==> config.mk <==
export PLATFORM = sky130hd
export DESIGN_NAME = fxsc_mulhi
export DESIGN_NICKNAME = d
export VERILOG_FILES = /design/src/rtl/fxsc_pkg.sv /design/src/rtl/fxsc_mulhi.sv
export SDC_FILE = /design/constraint.sdc
export NUM_CORES = 2
export LEC_CHECK = 0
export CORE_AREA = 10 10 307 309
export DETAILED_ROUTE_END_ITERATION = 7
export DIE_AREA = 0 0 317 319
export DONT_BUFFER_PORTS = 1
export PLACE_DENSITY_LB_ADDON = 0.05
export SLEW_MARGIN = 20
export SYNTH_ARGS = -nofsm -noshare
export SYNTH_HDL_FRONTEND = slang
export SYNTH_SLANG_ARGS = --single-unit
==> constraint.sdc <==
create_clock -name vclk -period 9
set_clock_uncertainty 0.2 [all_clocks]
set_input_delay 0 -clock vclk [all_inputs]
set_output_delay 0 -clock vclk [all_outputs]
set_load 0.005 [all_outputs]
==> src/rtl/fxsc_pkg.sv <==
// ----------------------------------------------------------------------------
// fxsc_pkg
// Shared types, multiplier constants and the segment table of the
// fixed-point sine/cosine core.
// ----------------------------------------------------------------------------
package fxsc_pkg;

   localparam int WORD_W   = 32;
   localparam int SEG_W    = 5;
   localparam int ARG_W    = 30;
   localparam int OFS_W    = 26;
   localparam int BB_W     = 28;
   localparam int T_W      = 22;
   localparam int S3_W     = 26;
   localparam int SMALL_W  = 20;
   localparam int MULHI_SH = 32;

   localparam logic signed [WORD_W-1:0] K_TWO_PI    = 32'sh6487ed51;
   localparam logic signed [WORD_W-1:0] K_SIN_SIXTH = 32'shd5555556;
   localparam logic signed [WORD_W-1:0] K_COS_SIXTH = 32'sh2aaaaaab;
   localparam logic signed [OFS_W-1:0]  HALF_SEG    = 26'sh100_0000;

   localparam logic [WORD_W-1:0] SEG_ROM [64] = '{
      32'h3ffec42d, 32'h00c90e90, 32'h3ff4e5e0, 32'h025b0caf,
      32'h3fe12acb, 32'h03ecadcf, 32'h3fc395f9, 32'h057db403,
      32'h3f9c2bfb, 32'h070de172, 32'h3f6af2e3, 32'h089cf867,
      32'h3f2ff24a, 32'h0a2abb59, 32'h3eeb3347, 32'h0bb6ecef,
      32'h3e9cc076, 32'h0d415013, 32'h3e44a5ef, 32'h0ec9a7f3,
      32'h3de2f148, 32'h104fb80e, 32'h3d77b192, 32'h11d3443f,
      32'h3d02f757, 32'h135410c3, 32'h3c84d496, 32'h14d1e242,
      32'h3bfd5cc4, 32'h164c7ddd, 32'h3b6ca4c4, 32'h17c3a931,
      32'h3ad2c2e8, 32'h19372a64, 32'h3a2fcee8, 32'h1aa6c82b,
      32'h3983e1e8, 32'h1c1249d8, 32'h38cf1669, 32'h1d79775c,
      32'h3811884d, 32'h1edc1953, 32'h374b54ce, 32'h2039f90f,
      32'h367c9a7e, 32'h2192e09b, 32'h35a5793c, 32'h22e69ac8,
      32'h34c61236, 32'h2434f332, 32'h33de87de, 32'h257db64c,
      32'h32eefdea, 32'h26c0b162, 32'h31f79948, 32'h27fdb2a7,
      32'h30f8801f, 32'h29348937, 32'h2ff1d9c7, 32'h2a650525,
      32'h2ee3cebe, 32'h2b8ef77d, 32'h2dce88aa, 32'h2cb2324c
   };

   typedef struct packed {
      logic use_cos;
      logic flip;
      logic zero;
   } fxsc_flag_type;

   typedef struct packed {
      logic signed [WORD_W-1:0] base;
      logic signed [WORD_W-1:0] other;
      logic signed [OFS_W-1:0]  ofs;
      fxsc_flag_type            flags;
   } fxsc_fold_type;

endpackage

==> src/rtl/fxsc_mulhi.sv <==
// ----------------------------------------------------------------------------
// fxsc_mulhi
// Signed multiply returning floor(a * b / 2^32), truncated to R_W bits.
// ----------------------------------------------------------------------------
module fxsc_mulhi #(
   parameter int A_W = 32,
   parameter int B_W = 32,
   parameter int R_W = 32
) (
   input  logic signed [A_W-1:0] a,
   input  logic signed [B_W-1:0] b,
   output logic signed [R_W-1:0] hi
);
   import fxsc_pkg::*;

   localparam int P_W = A_W + B_W;

   logic signed [P_W-1:0] prod;
   logic signed [P_W-1:0] shifted;

   assign prod    = a * b;
   assign shifted = prod >>> MULHI_SH;
   assign hi      = shifted[R_W-1:0];

endmodule

# Word level (Yosys, flattened, before mapping)
# Index checks and enable logic that the tools add are counted.
# classes
mul	1
# ops
op	n
$mul 32x32->64	1
# totals
reg_bits	0
in_bits	64
output_inout_bits	32
word_cells	1

# Logic depth before layout (Yosys ltp)
# depth
depth_word	1
ltp_mapped	27

# Worst setup path after synthesis
# OpenSTA, ideal clock, no wires.
# synth_timing
kind	input to output
startpoint	in b[2]
endpoint	out hi[30]
arrival_ns	7.246
path_slack_ns	1.554
stages	24
n_path_buf	1
path_cell_list	clkbuf_1 > nand2_1 > inv_1 > fa_1 > fa_1 > fa_1 > fa_1 > inv_1 > fa_1 > inv_1 > fa_1 > inv_1 > fa_1 > inv_1 > fa_1 > ha_1 > nand4_1 > nor3_1 > nor3b_2 > o2bb2ai_1 > a21oi_2 > a211oi_1 > o21ai_1 > a221oi_1
# synth_between
elab_chain_len	1
# synth_lines
element	line_no	rtl
start, declared	fxsc_mulhi.sv:11	input logic signed [B_W-1:0] b,
$mul 32x32->64	fxsc_mulhi.sv:21	assign prod = a * b;
end, declared	fxsc_mulhi.sv:12	output logic signed [R_W-1:0] hi
# Every way passes these cells.

# Final worst setup path
# layout_timing
startpoint	in b[5]
endpoint	out hi[30]
# Same word-level chain as after synthesis.

==> metrics.md <==
| Metric | Value |
|---|---|
| # IOs | `96` |
| Mapped Area | `0.0350 mm2` |
| Die area | `0.101 mm2` |
| Crit path time final | `8.27 ns` |
| CP startpoint kind | `primary input` |
| Worst Setup End Kind | `output pin` |
| Overflow after GRT | `0` |
| Die Y | `319 um` |
| Critical path depth | `27` |
| Final WL | `113 mm` |
| Synth Area in Compound Gates | `2.38%` |
| Seq/Total Area, Yosys | `0%` |
| Synth unique cells | `56` |
| Final-stage net count | `4839` |
| GR Util All Layers | `23.2%` |
| Mean number of vias per cell | `5.07` |
| Ratio of cells with drive above 1 in the final layout | `0.541%` |
| Avg Inst Size Synth | `9.48 um2` |
| Most frequent cells in the layout | `fa_1 (1080), inv_1 (965), and2_1 (509), nand2_1 (497), ha_1 (180)` |
| Most common cell after layout, fill and taps aside | `fa_1` |
| Number of port buffers | `0` |
| Maximum Capacitance Violations | `0` |
| Min-delay src | `a[31]` |
| Fin Hold WS | `0.679 ns` |
| Post-route ant nets | `0` |
| CP Class | `primary input to output pin` |
| Largest net degree at the start of global routing | `33` |
| Layout Cells excl Fill | `4680` |
| Unrepaired setup endpoints after global routing | `false` |
| First-pass GRT wire length | `176 mm` |
| Critical Path AT | `8.07 ns` |
| Post-Syn Nets | `5021` |
| Post-synthesis mux area share | `0.0607%` |
| Starting Density | `39.8%` |
| Largest family of logic cells by synthesized area | `adder cells` |
| FMAX | `0.121 GHz` |
| Initial DRC count | `1295` |
| Num rows | `109` |
| Most used cell, CP | `fa_1` |
| Family with the most delay on the worst path | `adder cells` |
| Final worst-path cycle share | `91.9%` |
| Slew Limit Headroom | `23.2%` |
| Initial antenna violation count | `12` |
| Outcome | `complete, no violations` |
| Hold-fix buffers, CTS | `0` |
| Placed Cells | `4677` |
| Max incr delay on CP | `0.63 ns` |
| Placed Area | `0.0358 mm2` |
| Setup Buffers After CTS | `0` |
| Hold Path Sink | `hi[31]` |
| Final Hold Fails | `0` |
| Mapped Cells | `3696` |
| Crit-path max FO | `32` |
| FF+latch area | `0 um2` |
| Seq cells | `0` |
| Post_cts resized | `0` |
| Worst hold path type | `primary input to output pin` |
| Number of clock buffers in the layout | `0` |
| Slowest cell on crit path | `fa_1` |
| WL/cell | `24.1 um` |
| WP buf/inv | `8` |
| Vias | `23.7k` |
| Required @ worst endpoint | `8.80 ns` |
| DIE WIDTH | `317 um` |
| Slew of the pin with the lowest slew margin | `1.15 ns` |
| Max Slew Vio Count | `0` |
| Vias in the first global route | `27.7k` |
| RePlAce Congestion | `0.850` |
| Detailed Routing Iterations Pass 1 | `5` |
| Worst Hold Depth | `7` |
| Core region area | `0.0880 mm2` |
| Fin area | `0.0359 mm2` |
| Synth Warn # | `0` |
| Setup TNS | `0 ns` |
| Synth-to-Final Area Change | `2.34%` |
| DRC viols | `0` |
| Synth Area in Adders | `68.2%` |
| Final setup violation count | `0` |
| Simple-gate share of the synthesized area | `16.0%` |
| HPWL Detailed | `83.5 mm` |
| Synth Area in XOR/XNOR | `0.975%` |
==> cell type report <==
cell class         instances  area [um2]
repair buffers             8        72.6
diodes                     3        7.51
fillers                 8834       52100
multi-input cells       2539       30700
inverters                965        3620
well taps               1165        1460
==> worst min-delay path, delay by kind of cell <==
family	cells	cell delay (ns)
xor gates and xnor gates	4	0.51
adders and majority gates	1	0.15
and+or+nand+nor	1	0.11
buffers and inverters	1	0.09
==> layer usage <==
metal	part of all wire, %	global-route usage, %
met2	52	41.2
met4	3.4	6.17
met3	5.3	2.71
met5	0.011	0
met1	40	29.5
==> stage by stage <==
step / setup WS [ns] / utilization (%)
4_1_cts: 0.685 / 40.8
5_1_grt: 0.265 / 40.8
3_3_place_gp: 0.844 / 40.8
2_1_floorplan: 1.55 / -
3_5_place_dp: 0.706 / 40.8
6_report: 0.728 / 40.8
==> cell usage after synthesis, drive strengths merged (2+ instances only) <==
| master | instances | area share, % |
|---|---|---|
| nor2 | 52 | 0.56 |
| nand4 | 7 | 0.12 |
| a311oi | 2 | 0.068 |
| nand2 | 497 | 5.3 |
| a21oi | 37 | 0.54 |
| a31oi | 4 | 0.11 |
| o21a | 4 | 0.086 |
| clkbuf | 189 | 2.0 |
| and2 | 510 | 9.1 |
| a211oi | 5 | 0.12 |
| buf | 3 | 0.036 |
| a221oi | 3 | 0.075 |
| nand2b | 10 | 0.18 |
| o21ai | 21 | 0.30 |
| fa | 1081 | 62 |
| o21bai | 6 | 0.13 |
| a21o | 20 | 0.43 |
| and4 | 2 | 0.050 |
| and3 | 7 | 0.12 |
| nor3b | 4 | 0.10 |
| nand3 | 12 | 0.17 |
| nor2b | 4 | 0.071 |
| o211ai | 6 | 0.14 |
| ha | 180 | 6.4 |
| inv | 965 | 10 |
| nor3 | 6 | 0.086 |
| xnor2 | 29 | 0.72 |
| xor2 | 10 | 0.25 |
| o2111ai | 2 | 0.050 |
==> how the worst max path moves through the flow <==
| stage | start | endpoint | slack [ns] |
|---|---|---|---|
| floorplan | b[2] | hi[30] | 1.55 |
| global placement | b[5] | hi[30] | 0.84 |
| detailed placement | b[5] | hi[30] | 0.71 |
| CTS | b[5] | hi[30] | 0.69 |
| global route | b[5] | hi[30] | 0.26 |
| finish | b[5] | hi[30] | 0.73 |
==> cell families after synthesis <==
family          after synthesis
xor+xnor                     39
mux                           2
buf+inv                    1157
fa+ha+maj                  1261
simple gates               1115
compound gates              122
Power is left out: the tool's default activity adds up to more than one toggle a clock period on the data nets, which glitch-free logic cannot reach.
