## config.mk

```make
export PLATFORM = sky130hd
export DESIGN_NAME = fxsc_fold
export DESIGN_NICKNAME = d
export VERILOG_FILES = /design/src/rtl/fxsc_pkg.sv /design/src/rtl/fxsc_fold.sv
export SDC_FILE = /design/constraint.sdc
export NUM_CORES = 1
export LEC_CHECK = 0
export ABC_CLOCK_PERIOD_IN_PS = 4600
export BUFFER_PORTS_ARGS = -buffer_cell sky130_fd_sc_hd__buf_4
export CAP_MARGIN = 25
export CORE_MARGIN = 2
export CORE_UTILIZATION = 25
export DETAILED_ROUTE_END_ITERATION = 7
export PLACE_DENSITY = 0.53
export SYNTH_ARGS = -nofsm -noshare
export SYNTH_HDL_FRONTEND = slang
export SYNTH_SLANG_ARGS = --single-unit
```

## constraint.sdc

```tcl
create_clock -name vclk -period 4.6
set_input_delay 0.69 -clock vclk [all_inputs]
set_output_delay 0.69 -clock vclk [all_outputs]
set_load 0.01 [all_outputs]
```

## src/rtl/fxsc_pkg.sv

```systemverilog
// ----------------------------------------------------------------------------
// fxsc_pkg
// Shared types, multiplier constants and the segment table of the
// fixed-point sine/cosine core.
// ----------------------------------------------------------------------------
package fxsc_pkg;

   localparam int WORD_W   = 32;
   localparam int SEG_W    = 5;
   localparam int ARG_W    = 30;
   localparam int OFS_W    = 26;
   localparam int BB_W     = 28;
   localparam int T_W      = 22;
   localparam int S3_W     = 26;
   localparam int SMALL_W  = 20;
   localparam int MULHI_SH = 32;

   localparam logic signed [WORD_W-1:0] K_TWO_PI    = 32'sh6487ed51;
   localparam logic signed [WORD_W-1:0] K_SIN_SIXTH = 32'shd5555556;
   localparam logic signed [WORD_W-1:0] K_COS_SIXTH = 32'sh2aaaaaab;
   localparam logic signed [OFS_W-1:0]  HALF_SEG    = 26'sh100_0000;

   localparam logic [WORD_W-1:0] SEG_ROM [64] = '{
      32'h3ffec42d, 32'h00c90e90, 32'h3ff4e5e0, 32'h025b0caf,
      32'h3fe12acb, 32'h03ecadcf, 32'h3fc395f9, 32'h057db403,
      32'h3f9c2bfb, 32'h070de172, 32'h3f6af2e3, 32'h089cf867,
      32'h3f2ff24a, 32'h0a2abb59, 32'h3eeb3347, 32'h0bb6ecef,
      32'h3e9cc076, 32'h0d415013, 32'h3e44a5ef, 32'h0ec9a7f3,
      32'h3de2f148, 32'h104fb80e, 32'h3d77b192, 32'h11d3443f,
      32'h3d02f757, 32'h135410c3, 32'h3c84d496, 32'h14d1e242,
      32'h3bfd5cc4, 32'h164c7ddd, 32'h3b6ca4c4, 32'h17c3a931,
      32'h3ad2c2e8, 32'h19372a64, 32'h3a2fcee8, 32'h1aa6c82b,
      32'h3983e1e8, 32'h1c1249d8, 32'h38cf1669, 32'h1d79775c,
      32'h3811884d, 32'h1edc1953, 32'h374b54ce, 32'h2039f90f,
      32'h367c9a7e, 32'h2192e09b, 32'h35a5793c, 32'h22e69ac8,
      32'h34c61236, 32'h2434f332, 32'h33de87de, 32'h257db64c,
      32'h32eefdea, 32'h26c0b162, 32'h31f79948, 32'h27fdb2a7,
      32'h30f8801f, 32'h29348937, 32'h2ff1d9c7, 32'h2a650525,
      32'h2ee3cebe, 32'h2b8ef77d, 32'h2dce88aa, 32'h2cb2324c
   };

   typedef struct packed {
      logic use_cos;
      logic flip;
      logic zero;
   } fxsc_flag_type;

   typedef struct packed {
      logic signed [WORD_W-1:0] base;
      logic signed [WORD_W-1:0] other;
      logic signed [OFS_W-1:0]  ofs;
      fxsc_flag_type            flags;
   } fxsc_fold_type;

endpackage

```

## src/rtl/fxsc_fold.sv

```systemverilog
// ----------------------------------------------------------------------------
// fxsc_fold
// Folds the angle into an octant argument, looks up the segment pair and
// derives the selection, sign and exact-zero flags.
// ----------------------------------------------------------------------------
module fxsc_fold (
   input  logic                             command,
   input  logic [fxsc_pkg::WORD_W-1:0]      angle,
   output fxsc_pkg::fxsc_fold_type          fold
);
   import fxsc_pkg::*;

   logic              half_neg;
   logic              quad_hi;
   logic              first;
   logic [ARG_W-1:0]  arg;
   logic [WORD_W-1:0] mirror;
   logic [SEG_W-1:0]  seg;
   logic [WORD_W-1:0] cos_w;
   logic [WORD_W-1:0] sin_w;
   logic              use_cos;

   assign half_neg = angle[31];
   assign quad_hi  = angle[30];
   assign first    = ~angle[29];
   assign mirror   = 32'h8000_0000 - {1'b0, angle[29:0], 1'b0};

   always_comb begin
      priority if (first) begin
         arg = {angle[28:0], 1'b0};
      end else if (angle[28:0] == '0) begin
         arg = {ARG_W{1'b1}};
      end else begin
         arg = mirror[ARG_W-1:0];
      end
   end

   assign seg     = arg[ARG_W-1 -: SEG_W];
   assign cos_w   = SEG_ROM[{seg, 1'b0}] ^ {WORD_W{half_neg}};
   assign sin_w   = SEG_ROM[{seg, 1'b1}] ^ {WORD_W{half_neg}};
   assign use_cos = first ^ quad_hi ^ ~command;

   always_comb begin
      fold.base          = use_cos ? cos_w : sin_w;
      fold.other         = use_cos ? sin_w : cos_w;
      fold.ofs           = $signed({1'b0, arg[24:0]}) - HALF_SEG;
      fold.flags.use_cos = use_cos;
      fold.flags.flip    = command & quad_hi;
      fold.flags.zero    = (~command & (angle[30:0] == '0))
                         | (command & quad_hi & (angle[29:0] == '0));
   end

endmodule

```

### Yosys cells after proc, flatten, opt, wreduce, memory -nomap -nowiden

Memories as Yosys holds them, arrays and structs flattened.
Cells that the tools add are included.

* bits in registers: 0
* word-level logic and storage cells: 29
* memories kept: 2
* bits of input ports: 33
* memory bits (read-only): 4096
* output and inout bits: 93

* add/sub/neg operators: 2
* reduce and logical (&&, ||, !) cells: 3
* magnitude comparators: 2
* multiplexer cells: 8
* bitwise operators: 12

Memory list
* (name not given): depth 64, bits a word 32, read ports 1, clocked after Yosys merged registers in 0, write ports 0, line fxsc_fold.sv:40 `assign sin_w = SEG_ROM[{seg, 1'b1}] ^ {WORD_W{half_neg}};`
* (name not given): depth 64, bits a word 32, read ports 1, clocked after Yosys merged registers in 0, write ports 0, line fxsc_fold.sv:39 `assign cos_w = SEG_ROM[{seg, 1'b0}] ^ {WORD_W{half_neg}};`

Operator list (count)
* 32-bit 2-to-1 mux: 6
* 32-bit XOR: 2
* 30-bit 2-to-1 mux: 2
* 31-bit logical NOT: 1
* 30-bit logical NOT: 1
* 1-bit by 30-bit subtractor with 30-bit output, first input constant: 1
* 29-bit logical NOT: 1
* 25-bit by 25-bit subtractor with 26-bit output, second input constant: 1
* 7-bit >= comparator, second input constant: 2
* 6-bit NOT with 7-bit output: 2
* 1-bit AND: 3
* 1-bit NOT: 2
* 1-bit XOR: 2
* 1-bit OR: 1

### Longest topological paths before layout

* word-level depth: 9
* gate-level depth with buffers: 17
* depth with buffers taken out: 14

### Worst setup path before layout

OpenSTA, ideal clock, no wires.

* kind: input port to output port
* from: input port angle[10] (netlist name)
* to: output port fold[68] (netlist name)
* data arrival time: 4.387 ns
* slack: -0.477 ns
* stages: 14
* required time: 3.910 ns
* buffers on the path: 4
* cell sequence: or4_1 buf_2 or4_1 clkbuf_1 o21ba_2 a211oi_2 inv_1 ha_1 clkbuf_1 clkbuf_1 a2111oi_0 a21oi_1 mux2i_1 xor2_1

RTL lines
* from (decl): line fxsc_fold.sv:8 `input logic [fxsc_pkg::WORD_W-1:0] angle,`
* to (decl): line fxsc_fold.sv:9 `output fxsc_pkg::fxsc_fold_type fold`

==> impl_metrics.csv <==
group,metric,value,unit
outcome,status,"finished, violations left",
outcome,violations,"negative setup slack",
worst_setup_path,startpoint_type,"primary input",
detailed_routing,vias_per_cell,5.67,
synth,synth_top_family_by_area,"compound AO/OA/AOI/OAI gates",
final_layout,areaGrowthSynthToFinish,98.6,%
final_layout,drive_above_1_share,57.3,%
grt,grt_pass1_vias,7251,
final_layout,regArea,0,µm²
synth,yosys_warnings,0,
timing,rsz0062_at_grt,"yes",
final_layout,num-fill-cells,1883,
synth,synthMuxAreaShare,13.2,%
floorplan,die_area,20900,µm²
synth,synth_cell_types,72,
place,place_ws,-0.483,ns
timing,setup_viol,58,
synth,synth_area,4930,µm²
grt,antenna_found_initial,0,
place,placed_area,7890,µm²
synth,synth_xor_area_share,13.0,%
synth,synth-compound-area-share,36.0,%
detailed_routing,first_pass_iters,5,
detailed_routing,ant_nets,0,
worst_setup_path,arrival,4.20,ns
synth,synthSimpleGateAreaFrac,24.3,%
final_layout,final_common_cell,"buf_4",
timing,max-slew-margin-rel,39.7,%
grt,overflow,0,
grt,grtUsageTotal,25.9,%
detailed_routing,drc,0,
synth,synthesis.nets,815,
synth,synthAdderAreaFrac,4.31,%
detailed_routing,wl_per_cell,20.6,µm
worst_hold_path,hold_path.class,"in2out",
timing,hold_violations,0,
floorplan,num_rows,51,
floorplan,io_pins,126,
timing,tightest_slew,0.905,ns
pwr,vdd_drop_max,0.0000629,V
floorplan,start_util,25.4,%
floorplan,die_h,144,µm
worst_setup_path,critPathCaptureType,"output port",
detailed_routing,drt-initial-drc-count,715,
timing,finalCritPeriodShare,106,%
detailed_routing,vias,7661,
synth,synth_cells,765,
place,gp_congestion,0.950,
place,hpwl,20700,µm
pwr,p_leak,4.16,nW
final_layout,seq_cell_count,0,
timing,slew_viol_final,0,
timing,post-route-min-period,4.89,ns
floorplan,core,19400,µm²
worst_setup_path,path_class,"in2out",
worst_setup_path,required,3.91,ns
pwr,power,1.84,mW
grt,grt_pass1_wl,42100,µm
synth,synth_area_per_cell,6.45,µm²
final_layout,design_area,9800,µm²
timing,fmax,0.204,GHz
worst_setup_path,critPathMaxFanout,7,
final_layout,utilization,50.5,%
clocking,cts_hold_buffers,0,
final_layout,multi_input_area,5780,µm²
timing,fin_tns_setup,-10.39,ns
timing,timing.final.ws_setup,-0.292,ns
final_layout,diodes,0,
final_layout,most-common-layout-cells,"buf_4 (336), nand2_1 (62), mux2i_1 (55), buf_6 (47), nor2_1 (46)",
job,cap_violations,0,
grt,grt_start_max_net_pins,65,
final_layout,nClkBuffers,0,
final_layout,final_nets,1138,
floorplan,die-width,144,µm
detailed_routing,wirelength,27900,µm
place,portBuffers,126,
pwr,power.density,188,nW/µm²
synth,yosysSeqAreaShare,0,%
==> where the power goes <==
| part | total (mW) | switching, mW | internal (mW) | leakage [nW] |
|---|---|---|---|---|
| registers | 0 | 0 | 0 | 0 |
| clock network | 0 | 0 | 0 | 0 |
| logic | 1.84 | 0.945 | 0.899 | 4.16 |
==> area by class of cell <==
cell class | instances | share of cell area, %
inverters | 11 | 0.549
multi-input cells | 664 | 59.0
well taps | 265 | 3.38
repair buffers | 411 | 37.1
==> critical path, cell delays in order <==
cell	delay, ns
buf_6	0.09
or4_4	0.54
or4_4	0.62
buf_6	0.15
nor3_4	0.20
a211oi_4	0.10
ha_4	0.29
inv_4	0.05
nor3_4	0.31
nand2_4	0.15
buf_4	0.17
a22oi_2	0.20
o32ai_2	0.13
mux2i_1	0.18
xnor2_1	0.15
buf_4	0.15
==> what timing repair did <==
item / in CTS / in global routing
setup endpoints to repair: 60 / 60
buffers inserted: 42 / 11
resized for setup: 212 / 105
gates cloned: 5 / 0
pin swaps: 55 / 54
==> layer usage <==
metal,up-vias,GRT usage (%),wire length [µm]
li1,3528,-,-
met2,398,43.3,13000
met3,85,2.75,2170
met4,0,8.18,1030
met1,3650,34.8,11700
met5,-,0,0
==> worst paths after layout <==
kind	slack, ns	startpoint	cells past startpoint	endpoint
max	-0.29	angle[9]	16	fold[43]
min	1.67	angle[11]	3	fold[15]
==> synth_stat cells, drive strengths merged (10+ instances only) <==
cell type | n | area, µm²
a21oi | 40 | 200
a31oi | 22 | 138
buf | 38 | 220
clkbuf | 52 | 195
ha | 17 | 213
inv | 10 | 37.5
mux2i | 64 | 641
nand2 | 77 | 292
nand3 | 23 | 120
nor2 | 62 | 233
nor3 | 31 | 160
o211ai | 15 | 126
o21ai | 71 | 355
o311ai | 12 | 105
o31ai | 10 | 75.1
or3 | 10 | 62.6
or4 | 11 | 90.1
xnor2 | 31 | 272
xor2 | 42 | 368
==> metrics by stage <==
stage                     std cells  hold WS, ns
after detailed placement       1299         1.68
final                          1351         1.67
after CTS                      1342         1.68
after global routing           1351         1.69
after floorplan                 765         1.47
after global placement         1299         1.68
==> cell families (layout without fill, tap and decap cells) <==
| logic type | after synthesis | after routing |
|---|---|---|
| buffers and inverters | 101 | 422 |
| and+or+nand+nor | 250 | 250 |
| xor gates and xnor gates | 73 | 73 |
| muxes | 65 | 65 |
| adders and majority gates | 17 | 17 |
| AOI/OAI and AO/OA | 259 | 259 |
No activity file was read; power rests on OpenSTA's default activity.
